===== config.mk =====
export PLATFORM = sky130hd
export DESIGN_NAME = psd_regs
export DESIGN_NICKNAME = d
export VERILOG_FILES = /design/src/rtl/psd_pkg.sv /design/src/rtl/psd_regs.sv
export SDC_FILE = /design/constraint.sdc
export NUM_CORES = 1
export LEC_CHECK = 0
export ABC_CLOCK_PERIOD_IN_PS = 1200
export BUFFER_PORTS_ARGS = -buffer_cell sky130_fd_sc_hd__buf_4
export CAP_MARGIN = 10
export CORE_MARGIN = 2
export CORE_UTILIZATION = 37
export DETAILED_ROUTE_END_ITERATION = 8
export PLACE_DENSITY = 0.92
export SKIP_CTS_REPAIR_TIMING = 1
export SLEW_MARGIN = 20
export SYNTH_ARGS = -nofsm -noshare
export SYNTH_HDL_FRONTEND = slang
export SYNTH_SLANG_ARGS = --single-unit

===== constraint.sdc =====
create_clock -name i_clk -period 1.2 [get_ports i_clk]
set_clock_uncertainty 0.1 [all_clocks]
set_input_delay 0 -clock i_clk [delete_from_list [all_inputs] [get_ports i_clk]]
set_output_delay 0 -clock i_clk [all_outputs]
set_load 0.005 [all_outputs]

===== src/rtl/psd_pkg.sv =====
`timescale 1ns / 1ps
// Shared types and constants for the pairwise squared distance core.
// No dependencies; imported by the register block, datapath and top level.
package psd_pkg;

    // Item operation codes
    localparam logic OP_LOAD  = 1'b0;
    localparam logic OP_QUERY = 1'b1;

    // Result status codes
    localparam logic STATUS_OK    = 1'b0;
    localparam logic STATUS_RANGE = 1'b1;

    // Field widths fixed by the interface
    localparam int COORD_W  = 16;
    localparam int POINT_W  = 8;
    localparam int DIMIDX_W = 4;
    localparam int DIST_W   = 36;
    localparam int SQ_W     = 32;  // |a - b| <= 65535, so its square fits 32 bits

    localparam logic [DIST_W-1:0] DIST_MAX = {DIST_W{1'b1}};

    // Configuration registers
    localparam int PADDR_W  = 3;
    localparam int PDATA_W  = 32;
    localparam int POINTS_W = 9;
    localparam int DIMS_W   = 5;

    localparam logic REG_POINTS = 1'b0;
    localparam logic REG_DIMS   = 1'b1;

    localparam logic [POINTS_W-1:0] POINTS_RESET = 9'd256;
    localparam logic [DIMS_W-1:0]   DIMS_RESET   = 5'd16;

    // Sequencer to datapath control
    typedef struct packed {
        logic clr;     // start of a query: empty the pipe and the sum
        logic rd_vld;  // store read data is valid this cycle
    } t_dp_ctrl;

endpackage


===== src/rtl/psd_regs.sv =====
`timescale 1ns / 1ps
// APB-style configuration registers: points in use and dimensions in use.
// Depends on psd_pkg.
module psd_regs (
    input  logic                          i_clk,
    input  logic                          i_rst_n,
    input  logic                          psel,
    input  logic                          penable,
    input  logic                          pwrite,
    input  logic [psd_pkg::PADDR_W-1:0]   paddr,
    input  logic [psd_pkg::PDATA_W-1:0]   pwdata,
    output logic [psd_pkg::PDATA_W-1:0]   prdata,
    output logic                          pready,
    output logic [psd_pkg::POINTS_W-1:0]  o_points_in_use,
    output logic [psd_pkg::DIMS_W-1:0]    o_dims_in_use
);
    import psd_pkg::*;

    logic                wr_en;
    logic                reg_sel;
    logic [POINTS_W-1:0] r_points;
    logic [DIMS_W-1:0]   r_dims;

    assign pready  = 1'b1;
    assign wr_en   = psel & penable & pwrite;
    assign reg_sel = paddr[2];  // word-aligned decode

    always_ff @(posedge i_clk) begin
        if (!i_rst_n) begin
            r_points <= POINTS_RESET;
            r_dims   <= DIMS_RESET;
        end else if (wr_en) begin
            unique case (reg_sel)
                REG_POINTS: r_points <= pwdata[POINTS_W-1:0];
                REG_DIMS:   r_dims   <= pwdata[DIMS_W-1:0];
                default:    r_points <= r_points;
            endcase
        end
    end

    always_comb begin
        unique case (reg_sel)
            REG_POINTS: prdata = PDATA_W'(r_points);
            REG_DIMS:   prdata = PDATA_W'(r_dims);
            default:    prdata = '0;
        endcase
    end

    assign o_points_in_use = r_points;
    assign o_dims_in_use   = r_dims;

endmodule


---- After elaboration in Yosys (flattened, before gate mapping) ----
Cells that the tools add are included.
operators by class
  mux-type cells .......................... 1
  bitwise operators ....................... 3
  reductions and logical operators ........ 2
operators with widths
  cell                              number
  case mux 32 bit (2 select lines)  1
  AND reduction 2 bit               2
  AND 1 bit                         2
  NOT 1 bit                         1
word-level totals
  register bits ........................... 14
  input bits .............................. 40
  logic and storage cells ................. 8

---- Longest topological paths before layout ----
  depth after elaboration ................. 3
  gate-level depth with buffers ........... 3
  depth with buffers taken out ............ 2

---- Worst setup path before layout ----
No wires, ideal clock.
  kind .................................... input to register
  from .................................... input port paddr[2] (netlist bit)
  to ...................................... register r_points[0] (netlist: o_points_in_use[0])
  library setup time ...................... 0.072 ns
  data arrival time ....................... 0.547 ns
  data required time ...................... 1.028 ns
  path slack .............................. 0.482 ns
  cell stages on the path ................. 3
  path buffers ............................ 1
  cell sequence ........................... and4b_1 -> buf_6 -> mux2i_1
on the way
  longest elaborated chain between the ends .. 2
ends and longest elaborated chain
  item                                  line            RTL
  start: declaration                    psd_regs.sv:10  input logic [psd_pkg::PADDR_W-1:0] paddr,
  NOT 1 bit (no source line)            -
  AND reduction 2 bit (no source line)  -
  end signal: assignment                psd_regs.sv:34  REG_POINTS: r_points <= pwdata[POINTS_W-1:0];
  end signal: assignment                psd_regs.sv:36  default: r_points <= r_points;
  end: declaration                      psd_regs.sv:21  logic [POINTS_W-1:0] r_points;
No other way between the ends.
A chain may end at the register's enable or synchronous reset.

---- Worst setup path in the final report ----
  from .................................... register r_dims[1] (netlist: o_dims_in_use[1])
  to ...................................... output port prdata[1] (netlist bit)
on the way
  longest elaborated chain between the ends .. 1
ends and longest elaborated chain
  item                              line            RTL
  start: declaration                psd_regs.sv:22  logic [DIMS_W-1:0] r_dims;
  start signal: assignment          psd_regs.sv:35  REG_DIMS: r_dims <= pwdata[DIMS_W-1:0];
  case mux 32 bit (2 select lines)  psd_regs.sv:42  unique case (reg_sel)
  end: declaration                  psd_regs.sv:12  output logic [psd_pkg::PDATA_W-1:0] prdata,
No other way between the ends. The select of a mux whose other input is x is not followed.

==> results by group <==
Critical path
  – CP cell instances: mux2_2, buf_4
  – CP peak stage delay: 0.34 ns
  – Slowest CP cell: dfxtp_1
  – CP top delay family: flip-flops
  – CP bufs+invs: 1
  – Type of origin of the critical path: register
  – Crit end category: primary output
  – Worst Path Arrival: 1.00 ns
  – CP required: 1.10 ns
  – Critical path class: reg -> out
  – Crit-path max FO: 3

Synth
  – Seq/Total Area, Yosys: 0.330
  – Cell Area, Synth: 850 µm²
  – Synth cell types: 11
  – Synth top area share: 0.330
  – Cells after synthesis: 93
  – Synth Register Bits: 14
  – Synth area leaders: dfxtp_1, buf_4, mux2i_1
  – Synth area leader: dfxtp_1
  – Yosys warns: 0
  – Syn_area_per_cell: 9.14 µm²

CTS
  – Clock-pin slew on the worst setup and hold paths: 0.08 ns
  – Worst-skew pair later-pin latency: 0.26 ns
  – H-tree levels: 1
  – Max Root-Sink Buffers: 2
  – CTS tree: yes
  – Sink Count: 14
  – Inserted Clock Buffers: 3
  – Root buf cell: clkbuf_4

Route
  – Post-Route WL: 1820 µm
  – Vias per cell: 4.22
  – Antenna viol nets, final: 0
  – DRC Markers: 0
  – Initial DRC count: 1
  – Vias: 704
  – Drt pass-1 iters: 3
  – Avg WL per Cell: 10.9 µm

GRT
  – Tot GR Track Use: 0.126
  – GRT overflow: 0
  – Initial antenna violation count: 0
  – Largest net degree at the start of global routing: 25
  – Number of global-route vias before repair: 592
  – First-pass GRT wire length: 2450 µm

STA
  – Tcrit/Tclk final: 0.917
  – Final hold vios: 0
  – Setup TNS: 0 ns
  – Unrepaired setup endpoints after global routing: false
  – Fin crit period: 1.10 ns
  – F_max: 0.909 GHz
  – Endpoints failing setup: 0
  – Max Slew Vio Count: 0

Floorplan
  – Die width: 51.9 µm
  – I/O Pins: 87
  – FP Rows: 17
  – Core area: 2190 µm²
  – Die Area: 2700 µm²
  – Initial core utilization: 0.388
  – DIE HEIGHT: 51.9 µm

Outcome
  – Outcome: completed

Placement
  – DP HPWL: 1330 µm
  – Cell count after placement: 154
  – Count of port buffers added during placement: 37
  – GPL Wtd Cong: 0.643
  – Placed cell areas: 1060 µm²

Final layout
  – Post-layout nets: 181
  – Post-route cell area: 1190 µm²
  – Antenna diodes: 0
  – Finished Layout Cells: 167
  – Area grow syn2layout: 39.6%
  – Fraction of layout cells with a size suffix above 1: 0.345

Power and ir drop
  – Worst vdd ir: 440 µV
  – Total power draw: 914 µW
  – PwrDens: 771 nW/µm²
  – Leak Pwr: 0.000594 µW

Flow run
  – MaxCap Viol Count: 0

Min path
  – Min-Delay Path Class: in -> reg
[metrics by stage]
stage / hold slack [ns] / util / setup WS, ns
2_1_floorplan: 0.0421 / - / 0.482
4_1_cts: -0.131 / 0.496 / 0.0820
6_report: 0.0192 / 0.541 / 0.0996
3_3_place_gp: 0.158 / 0.485 / 0.307
3_5_place_dp: 0.175 / 0.485 / 0.273
5_1_grt: 0.0144 / 0.541 / 0.0488
[area by class of cell]
cell class | instances | area (µm²)
well taps | 28 | 35.0
multi-input cells | 73 | 443
flip-flops and latches | 14 | 280
fillers | 199 | 1000
repair buffers | 49 | 405
clock buffers | 3 | 22.5
[per-layer routing]
layer / track usage / wire [µm] / vias to the layer above
li1: - / - / 341
met3: 0.00862 / 110 / 2
met5: 0 / 0 / -
met4: 0.0921 / 19 / 0
met1: 0.126 / 675 / 326
met2: 0.241 / 1020 / 35
[path summary, 6_finish.rpt]
kind,start,cells past startpoint,slack (ns),to
setup / recovery,o_dims_in_use[1]$_SDFFE_PN0P_,2,0.1,prdata[1]
hold / removal,penable,3,0.02,o_dims_in_use[4]$_SDFFE_PN1P_
setup reg to reg,o_points_in_use[7]$_SDFFE_PN0P_,2,0.47,o_points_in_use[7]$_SDFFE_PN0P_
hold reg to reg,o_points_in_use[5]$_SDFFE_PN0P_,2,0.37,o_points_in_use[5]$_SDFFE_PN0P_
[Yosys cell counts]
library cell	count
mux2i_1	14
and4b_1	1
buf_2	2
conb_1	2
nor2b_1	8
nand4_4	1
mux2_2	5
dfxtp_1	14
buf_4	25
buf_6	1
nand2_1	20
[worst reg2reg max path: stages (launching register included)]
cell and delay [ns]:
dfxtp_1 0.36, nand2_1 0.06, mux2i_1 0.14
[state kept, by name, summed over array words and instances (netlist names)]
signal           cells
o_dims_in_use        5
o_points_in_use      9
[layout by cell type, fill, tap and decap left out]
cell type,Yosys,routed
clkbuf_4,0,3
dfxtp_1,14,14
buf_12,0,1
mux2i_1,14,14
buf_4,25,38
nor2b_1,8,8
mux2_2,5,5
nand4_4,1,1
conb_1,2,24
dlygate4sd3_1,0,10
nand2_1,20,20
and4b_1,1,1
[cell families (layout without fill, tap and decap cells)]
family,count (synthesis),count (layout),share of synthesized area
AND/OR/NAND/NOR,30,30,0.184
buffers and inverters,28,52,0.246
multiplexers,19,19,0.231
flip-flops,14,14,0.330
other,2,24,0.00884
[report_power, final]
group          total (µW)  switching [µW]  internal [µW]
clock                 252             136            116
sequential            482            7.37            475
combinational         181            78.8            102
total                 914             222            692
Note: power is estimated with default switching activity, not from simulation.
