`src/rtl/psd_pkg.sv`:
```
`timescale 1ns / 1ps
// Shared types and constants for the pairwise squared distance core.
// No dependencies; imported by the register block, datapath and top level.
package psd_pkg;

    // Item operation codes
    localparam logic OP_LOAD  = 1'b0;
    localparam logic OP_QUERY = 1'b1;

    // Result status codes
    localparam logic STATUS_OK    = 1'b0;
    localparam logic STATUS_RANGE = 1'b1;

    // Field widths fixed by the interface
    localparam int COORD_W  = 16;
    localparam int POINT_W  = 8;
    localparam int DIMIDX_W = 4;
    localparam int DIST_W   = 36;
    localparam int SQ_W     = 32;  // |a - b| <= 65535, so its square fits 32 bits

    localparam logic [DIST_W-1:0] DIST_MAX = {DIST_W{1'b1}};

    // Configuration registers
    localparam int PADDR_W  = 3;
    localparam int PDATA_W  = 32;
    localparam int POINTS_W = 9;
    localparam int DIMS_W   = 5;

    localparam logic REG_POINTS = 1'b0;
    localparam logic REG_DIMS   = 1'b1;

    localparam logic [POINTS_W-1:0] POINTS_RESET = 9'd256;
    localparam logic [DIMS_W-1:0]   DIMS_RESET   = 5'd16;

    // Sequencer to datapath control
    typedef struct packed {
        logic clr;     // start of a query: empty the pipe and the sum
        logic rd_vld;  // store read data is valid this cycle
    } t_dp_ctrl;

endpackage

```
`src/rtl/psd_datapath.sv`:
```
`timescale 1ns / 1ps
// Difference, square and accumulate pipe fed by the two coordinate stores.
// Depends on psd_pkg.
module psd_datapath #(
    parameter int MAX_DIMS = 16
) (
    input  logic                                  i_clk,
    input  logic                                  i_rst_n,
    input  psd_pkg::t_dp_ctrl                     i_ctrl,
    input  logic signed [psd_pkg::COORD_W-1:0]    i_coord_a,
    input  logic signed [psd_pkg::COORD_W-1:0]    i_coord_b,
    output logic [psd_pkg::SQ_W+$clog2(MAX_DIMS+1)-1:0] o_acc,
    output logic                                  o_busy
);
    import psd_pkg::*;

    localparam int ACW = SQ_W + $clog2(MAX_DIMS + 1);

    logic signed [COORD_W:0] diff;
    logic [COORD_W-1:0]      abs_diff;
    logic                    r_v_diff;
    logic [COORD_W-1:0]      r_absd;
    logic                    r_v_sq;
    logic [SQ_W-1:0]         r_sq;
    logic [ACW-1:0]          r_acc;

    // 17-bit difference; its magnitude always fits 16 bits
    assign diff     = {i_coord_a[COORD_W-1], i_coord_a} - {i_coord_b[COORD_W-1], i_coord_b};
    assign abs_diff = diff[COORD_W] ? COORD_W'(-diff) : diff[COORD_W-1:0];

    always_ff @(posedge i_clk) begin
        if (!i_rst_n || i_ctrl.clr) begin
            r_v_diff <= 1'b0;
            r_v_sq   <= 1'b0;
            r_acc    <= '0;
        end else begin
            r_v_diff <= i_ctrl.rd_vld;
            r_v_sq   <= r_v_diff;
            if (r_v_sq) begin
                r_acc <= r_acc + ACW'(r_sq);
            end
        end
    end

    always_ff @(posedge i_clk) begin
        r_absd <= abs_diff;
        r_sq   <= r_absd * r_absd;
    end

    assign o_acc  = r_acc;
    assign o_busy = r_v_diff | r_v_sq;

endmodule

```
`config.mk`:
```
export PLATFORM = sky130hd
export DESIGN_NAME = psd_datapath
export DESIGN_NICKNAME = d
export VERILOG_FILES = /design/src/rtl/psd_pkg.sv /design/src/rtl/psd_datapath.sv
export SDC_FILE = /design/constraint.sdc
export NUM_CORES = 1
export LEC_CHECK = 0
export BUFFER_PORTS_ARGS = -buffer_cell sky130_fd_sc_hd__buf_4
export CAP_MARGIN = 20
export CORE_MARGIN = 4
export CORE_UTILIZATION = 40
export CTS_CLUSTER_DIAMETER = 100
export DETAILED_ROUTE_END_ITERATION = 12
export PLACE_DENSITY_LB_ADDON = 0.2
export SKIP_CTS_REPAIR_TIMING = 1
export SYNTH_ARGS = -nofsm -noshare
export SYNTH_HDL_FRONTEND = slang
export SYNTH_SLANG_ARGS = --single-unit
```
`constraint.sdc`:
```
create_clock -name i_clk -period 9.7 [get_ports i_clk]
set_input_delay 0.97 -clock i_clk [delete_from_list [all_inputs] [get_ports i_clk]]
set_output_delay 0.97 -clock i_clk [all_outputs]
set_load 0.01 [all_outputs]
```
Word-level counts from Yosys, hierarchy flattened
Index checks and enable logic that the tools add are counted.
{"block": "op_classes", "bitwise_logic": 1, "muxes": 1, "multipliers": 1, "addsub": 3, "n_reduce_logical": 2}
{"op": "adder 37 x 32 -> 37 bit", "n": 1}
{"op": "multiplier 16 x 16 -> 32 bit", "n": 1}
{"op": "subtractor 16 x 16 -> 17 bit", "n": 1}
{"op": "two-way mux 16 bit", "n": 1}
{"op": "negator 16 bit", "n": 1}
{"op": "logical NOT 1 bit", "n": 1}
{"op": "logical OR 1 bit", "n": 1}
{"op": "OR 1 bit", "n": 1}
{"block": "totals", "ff_bits": 87, "in_bits": 36, "word_cells": 13, "output_inout_bits": 38}

Logic depth before layout (Yosys ltp)
Gate-level depths: netlist of run 1.
{"block": "depth", "word_depth": 3, "depth_mapped": 25, "ltp_nobuf": 24}

Worst setup path before layout of run 1
Ideal clock, no wire load.
{"block": "synth_path", "path_type": "register to register", "from": "register r_absd[1]", "to": "register r_sq[28]", "synth_period_minus_slack_ns": 6.093, "required_ns": 9.622, "n_path_buf": 2, "path_slack_ns": 3.607, "arrival_time_ns": 6.015, "setup_ns": 0.078, "stages_incl_launch_ff": 25, "path_cell_list": "dfxtp_1 -> clkbuf_1 -> clkbuf_1 -> and2_1 -> fa_1 -> inv_1 -> fa_1 -> inv_1 -> fa_1 -> inv_1 -> fa_1 -> inv_1 -> fa_1 -> inv_1 -> fa_1 -> inv_1 -> ha_1 -> nand3_1 -> or4_1 -> nand3_1 -> o21ai_1 -> a211oi_1 -> o21ai_1 -> and4b_1 -> nor3_1"}
{"block": "synth_between", "elab_chain_len": 1}
{"element": "start: declaration", "line_no": "psd_datapath.sv:22", "text": "logic [COORD_W-1:0] r_absd;"}
{"element": "start signal: assignment", "line_no": "psd_datapath.sv:46", "text": "r_absd <= abs_diff;"}
{"element": "multiplier 16 x 16 -> 32 bit", "line_no": "psd_datapath.sv:47", "text": "r_sq <= r_absd * r_absd;"}
{"element": "end signal: assignment", "line_no": "psd_datapath.sv:47"}
{"element": "end: declaration", "line_no": "psd_datapath.sv:24", "text": "logic [SQ_W-1:0] r_sq;"}
No other way between the ends.
A chain may end at the register's enable or synchronous reset.

Final worst setup path of run 1
Ends and elaborated chain as after synthesis.

==> metrics.csv, run 1 <==
stage,metric,value,unit
min_path,hold_sp,r_v_diff,
setup_path,R2R setup slack,3.12,ns
job,max-cap violations,0,
logic_synthesis,post-synthesis mux area share,1.94,%
routing,drt pass-1 iters,5,
logic_synthesis,largest family of logic cells by synthesized area,adder cells,
clocking,H-tree levels,3,
setup_path,reg2reg start,r_absd[1],
global_routing,first-pass GRT wire length,46.2,mm
finish,post-layout instance area,13700,um^2
logic_synthesis,synthesized area,12500,um^2
placement,RePlAce Congestion,0.866,
logic_synthesis,Synth Instances,1438,
logic_synthesis,post-synth cell types,68,
routing,Antenna Nets Post-Route,0,
clocking,TritonCTS clock tree,yes,
floorplan,die area,34100,um^2
clocking,Clock Latency Late Sink,0.35,ns
global_routing,gr usage total,16.4,%
finish,Area Growth Syn to Fin,9.65,%
clocking,Clock Pin Slew Worst Setup and Hold Paths,0.08,ns
setup_path,Crit path arrival time,6.85,ns
placement,Post-DP Area,13400,um^2
global_routing,initial antenna violation count,0,
setup_path,"Critical Path, Cell by Cell",and2_1 -> fa_1 -> inv_1 -> fa_1 -> inv_1 -> fa_1 -> inv_1 -> fa_1 -> inv_1 -> fa_1 -> inv_1 -> fa_1 -> inv_1 -> ha_1 -> nand3_1 -> or4_1 -> nand3_1 -> o21ai_1 -> a211oi_1 -> o21ai_1 -> and4b_1 -> nor3_1,
routing,DR DRC count,0,
timing,final setup fails,0,
min_path,hold path depth,1,
finish,Filler cells,3089,
routing,Wirelength per Cell,14.4,um
placement,dpl ws,3.11,ns
logic_synthesis,Mapped Avg Cell Area,8.69,um^2
setup_path,Reg2Reg Capture Point,r_sq[28],
timing,RSZ-0062 raised after global routing,no,
clocking,Num Clock Sinks,86,
min_path,Worst Hold End,r_v_sq,
floorplan,num rows,64,
logic_synthesis,Synth Register Bits,86,
min_path,Hold Path Class,flop to flop,
timing,Worst-Margin Slew,0.837,ns
run_status,status,finished clean,
floorplan,die width,185,um
setup_path,CP Max Fanout,19,
timing,Clock Skew,0.0111,ns
logic_synthesis,post-synthesis simple-gate area fraction,14.3,%
logic_synthesis,ys async rst share,0,%
setup_path,Critical Path RT,9.97,ns
logic_synthesis,Post-synth EDFFs,0,
setup_path,crit end category,flop,
placement,port bufs,73,
floorplan,I/O pins,74,
clocking,maximum clock insertion buffer count,2,
setup_path,kind of critical path,flop to flop,
finish,share of cells above drive strength 1,7.94,%
logic_synthesis,syn_nets,1788,
timing,Max Transition Viols Final,0,
timing,setup TNS,0,ns
floorplan,Initial Util,40.7,%
timing,Final Hold Fails,0,
placement,DP HPWL,22.3,mm
timing,post-layout min period,6.58,ns
timing,fmax,152,MHz
routing,Vias per Instance,5.00,
setup_path,"slowest stage delay, CP",0.54,ns
timing,period utilization,67.9,%
logic_synthesis,Ys Warns,0,
finish,Ant. Diodes,0,
floorplan,Die Y,185,um
global_routing,largest net degree at the start of global routing,37,
logic_synthesis,ys flop type,dfxtp_1,
setup_path,"Slowest-stage cell, CP",dfxtp_1,
setup_path,Register-to-Register Path Depth,22,
logic_synthesis,register area share after synthesis,13.8,%
clocking,cts bufs inserted,9,
logic_synthesis,Synth Area in Adders,41.3,%
timing,setup slack after layout,3.12,ns
logic_synthesis,post-synthesis compound-gate area fraction,13.0,%
routing,initial DRC count,453,
logic_synthesis,area share of xor/xnor cells in the synthesized design,5.61,%
global_routing,vias in the first global route,9489,
finish,nets@finish,1832,
floorplan,core area,30700,um^2
routing,Routed WL,27.0,mm
timing,Rel. slew slack,43.8,%
routing,Vias,9409,
clocking,CTS root buffer,clkbuf_16,
setup_path,CP startpoint kind,flop,
global_routing,gr ovfl total,0,
==> per-stage QoR <==
| stage | std cells | util, % | hold slack (ns) |
|---|---|---|---|
| 2_1_floorplan | 1438 | - | 0.354 |
| 3_3_place_gp | 1867 | 43.6 | 0.450 |
| 3_5_place_dp | 1867 | 43.6 | 0.459 |
| 4_1_cts | 1883 | 44.7 | 0.472 |
| 5_1_grt | 1883 | 44.7 | 0.489 |
| 6_report | 1883 | 44.7 | 0.467 |
==> state kept, by name, summed over array words and instances (netlist names) <==
| name | flops |
|---|---|
| r_absd | 16 |
| r_v_sq | 1 |
| r_sq | 31 |
| r_v_diff | 1 |
| o_acc | 37 |
==> layout make-up <==
class                   count  area [um^2]  share of cell area [%]
multi-input cells        1019         9510                    69.4
flip-flops and latches     86         1720                    12.6
inverters                 290         1090                    7.95
repair buffers             76          571                    4.17
well taps                 396          495                    3.62
clock buffers               9          225                    1.64
clock inverters             7         87.6                   0.640
==> how the worst max path moves through the flow <==
stage	from	end	slack, ns	cells past startpoint
floorplan	r_absd[1]	r_sq[28]	3.61	24
global placement	r_absd[1]	r_sq[28]	3.21	22
detailed placement	r_absd[1]	r_sq[28]	3.11	22
CTS	r_absd[1]	r_sq[28]	3.08	22
global route	r_absd[4]	r_sq[29]	2.60	19
finish	r_absd[1]	r_sq[28]	3.12	22
==> synthesized netlist by cell type, drive strengths merged (4+ instances only) <==
cell | instances | share of area [%]
inv | 290 | 8.7
fa | 163 | 26
ha | 151 | 15
nand2 | 114 | 3.4
dfxtp | 86 | 14
nor2 | 77 | 2.3
xnor2 | 57 | 4.0
a21oi | 54 | 2.2
a21o | 50 | 3.0
o21ai | 42 | 1.7
and2 | 41 | 2.1
clkbuf | 37 | 1.1
nand3 | 36 | 1.5
xor2 | 23 | 1.6
mux2i | 22 | 1.8
nor3 | 21 | 0.84
nand2b | 15 | 0.75
a31oi | 13 | 0.65
a211oi | 11 | 0.70
nor2b | 10 | 0.50
o21a | 9 | 0.54
or2 | 9 | 0.45
and3 | 8 | 0.40
nand4 | 7 | 0.35
buf | 6 | 0.28
o31ai | 6 | 0.36
a31o | 5 | 0.35
nor4 | 5 | 0.25
o21bai | 5 | 0.30
o22ai | 5 | 0.25
a2111oi | 4 | 0.38
a211o | 4 | 0.28
o211ai | 4 | 0.24
==> critical path, delay by kind of cell, from the launching register on <==
| kind | cells | cell delay [ns] |
|---|---|---|
| fa+ha+maj | 7 | 3.38 |
| simple gates | 6 | 1.48 |
| compound gates | 3 | 0.81 |
| flops | 1 | 0.54 |
| buf+inv | 6 | 0.29 |
==> cells in the final DEF, fill, tap and decap left out, types with 7 or more instances in the layout <==
| cell type | Yosys | layout |
|---|---|---|
| nand2_1 | 114 | 114 |
| a211oi_1 | 10 | 10 |
| nor2_1 | 77 | 77 |
| a21oi_1 | 54 | 54 |
| buf_4 | 0 | 76 |
| nand3_1 | 35 | 35 |
| o21ai_0 | 35 | 35 |
| nor3_1 | 21 | 21 |
| o21a_1 | 9 | 9 |
| a21o_1 | 50 | 50 |
| xnor2_1 | 57 | 57 |
| o21ai_1 | 7 | 7 |
| clkbuf_16 | 0 | 9 |
| and2_1 | 41 | 41 |
| fa_1 | 163 | 163 |
| nand4_1 | 7 | 7 |
| xor2_1 | 23 | 23 |
| a31oi_1 | 13 | 13 |
| mux2i_1 | 22 | 22 |
| or2_2 | 9 | 9 |
| ha_1 | 151 | 151 |
| nand2b_1 | 15 | 15 |
| inv_1 | 290 | 290 |
| dfxtp_1 | 86 | 86 |
| nor2b_1 | 10 | 10 |
| and3_1 | 8 | 8 |
==> per-layer routing <==
| layer | track usage (%) | wire [um] |
|---|---|---|
| met2 | 27.0 | 12300 |
| met4 | 2.50 | 225 |
| met1 | 24.0 | 13400 |
| met5 | 0 | 0 |
| met3 | 1.74 | 1130 |
==> kinds of logic (layout without fill, tap and decap cells) <==
family,Yosys count,in the layout
AOI/OAI and AO/OA,237,237
xor gates and xnor gates,80,80
adders and majority gates,314,314
buffers and inverters,333,382
DFF,86,86
muxes,24,24
and+or+nand+nor,364,364
Power of run 1 is not shown: default switching activity piles up to over one toggle a cycle in this logic, so the estimate is an artifact.
==> inputs of run 2 (changes only) <==
==> constraint.sdc (replaced) <==
create_clock -name i_clk -period 5.7 [get_ports i_clk]
set_input_delay 0.57 -clock i_clk [delete_from_list [all_inputs] [get_ports i_clk]]
set_output_delay 0.57 -clock i_clk [all_outputs]
set_load 0.01 [all_outputs]
==> run 2 against run 1 <==
Clock skew is essentially flat. The run now ends with negative setup slack left. Cell area grew 9.4%. Routed wire length rose by 1.7%.
==> metrics.csv, run 2 (synthesis gave the netlist of run 1 again) <==
stage,metric,value,unit,change
run_status,status,"complete, but fails checks",,
run_status,failing checks,negative setup slack,,
timing,fmax,174,MHz,+15%
routing,Vias,9735,,+3.5%
floorplan,num rows,64,,unchanged
job,max-cap violations,0,,unchanged
clocking,cts bufs inserted,9,,unchanged
timing,final setup fails,5,,+5
global_routing,vias in the first global route,9813,,+3.4%
floorplan,Die Y,185,um,unchanged
finish,Util after Layout,48.8,%,+4.2 points
min_path,hold path depth,2,,+1
clocking,Clock Pin Slew Worst Setup and Hold Paths,0.07,ns,about the same
setup_path,Register-to-Register Path Depth,23,,+4.5%
floorplan,I/O pins,74,,unchanged
finish,Ant. Diodes,0,,unchanged
timing,Final Hold Fails,0,,unchanged
floorplan,die area,34100,um^2,unchanged
placement,RePlAce Congestion,0.874,,+0.94%
clocking,H-tree levels,3,,unchanged
setup_path,Crit path arrival time,6.01,ns,-0.84 ns
global_routing,largest net degree at the start of global routing,37,,unchanged
routing,Antenna Nets Post-Route,0,,unchanged
placement,DP HPWL,23.1,mm,+3.4%
clocking,Num Clock Sinks,86,,unchanged
placement,dpl ws,-0.241,ns,-3.35 ns
global_routing,first-pass GRT wire length,46.5,mm,+0.67%
timing,Rel. slew slack,43.0,%,-0.89 points
timing,setup slack after layout,-0.0315,ns,-3.15 ns
finish,area of the multi-input gates,9800,um^2,+3.1%
timing,Max Transition Viols Final,0,,unchanged
timing,post-layout min period,5.73,ns,-0.853 ns
finish,"commonest cells after routing, fill and taps aside","285 x inv_1, 189 x buf_4, 160 x fa_1",,
finish,FF/Latch Area,1770,um^2,+2.8%
floorplan,die width,185,um,unchanged
finish,max FFs per register,37,,unchanged
setup_path,Critical Path RT,5.97,ns,-4.00 ns
clocking,maximum clock insertion buffer count,2,,unchanged
setup_path,reg2reg start,r_absd[2],,
clocking,TritonCTS clock tree,yes,,
clocking,Clock Latency Late Sink,0.35,ns,about the same
placement,port bufs,73,,unchanged
routing,Routed WL,27.5,mm,+1.7%
timing,Clock Skew,0.0114,ns,+0.000354 ns
setup_path,CP Max Fanout,8,,-11
timing,RSZ-0062 raised after global routing,yes,,
setup_path,Critical path origin,r_absd[2],,
setup_path,kind of critical path,flop to flop,,
min_path,Hold Path Class,input port to flop,,
setup_path,CP startpoint kind,flop,,
timing,period utilization,101,%,+33 points
finish,share of cells above drive strength 1,19.0,%,+11 points
finish,Filler cells,3008,,-2.6%
floorplan,core area,30700,um^2,unchanged
routing,Vias per Instance,4.86,,-2.8%
floorplan,Initial Util,40.7,%,unchanged
min_path,hold_sp,i_ctrl[0],,
clocking,CTS root buffer,clkbuf_16,,
routing,initial DRC count,334,,-26%
timing,Worst-Margin Slew,0.850,ns,+0.0132 ns
routing,drt pass-1 iters,5,,unchanged
finish,Area Growth Syn to Fin,20.0,%,
global_routing,gr ovfl total,0,,unchanged
routing,Wirelength per Cell,13.7,um,-4.4%
global_routing,gr usage total,16.4,%,-0.054 points
routing,DR DRC count,0,,unchanged
setup_path,crit end category,flop,,
global_routing,initial antenna violation count,0,,unchanged
finish,"commonest non-fill, non-tap cell in the layout",inv_1,,
finish,nets@finish,1953,,+6.6%
setup_path,R2R setup slack,-0.03,ns,-3.15 ns
## run 2: cell count changes in the layout (fill, tap and decap cells not counted), sizes merged
cell      delta
clkinv       -1
clkbuf       +1
inv          -2
clkinvlp     +2
buf        +121
## run 2: worst max-delay path: stages, from the launching register on
cell	delay, ns
dfxtp_4	0.37
buf_4	0.14
nand2_2	0.07
inv_1	0.05
fa_1	0.50
inv_1	0.05
fa_1	0.47
inv_1	0.05
fa_1	0.46
fa_1	0.50
fa_1	0.54
inv_1	0.05
fa_1	0.52
inv_1	0.06
ha_4	0.24
a21o_1	0.15
a21o_1	0.17
a21oi_2	0.20
o32ai_4	0.14
a31oi_4	0.22
o211ai_1	0.17
a31o_2	0.28
a21oi_2	0.13
xnor2_1	0.12
## run 2: path summary, 6_finish.rpt
check              to
max reg2reg  r_sq[29]
max          r_sq[29]
min reg2reg    r_v_sq
min          r_v_diff
## run 2: area by class of cell
| cell class | instances | area share (%) |
|---|---|---|
| multi-input cells | 1019 | 65.4 |
| inverters | 290 | 7.27 |
| flip-flops and latches | 86 | 11.8 |
| clock inverters | 6 | 0.451 |
| well taps | 396 | 3.31 |
| repair buffers | 197 | 10.2 |
| clock buffers | 10 | 1.60 |
## run 2: metal layers
| layer | wire length (um) | GRT usage, % |
|---|---|---|
| met5 | 0 | 0 |
| met4 | 366 | 3.44 |
| met3 | 924 | 1.99 |
| met2 | 12300 | 26.8 |
| met1 | 13900 | 23.4 |
## run 2: stage by stage
step	cell area (um^2)	setup TNS [ns]	hold WS (ns)	cells
after floorplan	12600	-0.0100	0.354	1438
after global placement	14300	-0.807	0.450	1976
after detailed placement	14300	-1.41	0.442	1976
after CTS	14600	-1.58	0.414	1992
after global routing	15000	-2.18	0.432	2004
final	15000	-0.120	0.428	2004
Power of run 2 is left out for the same reason.
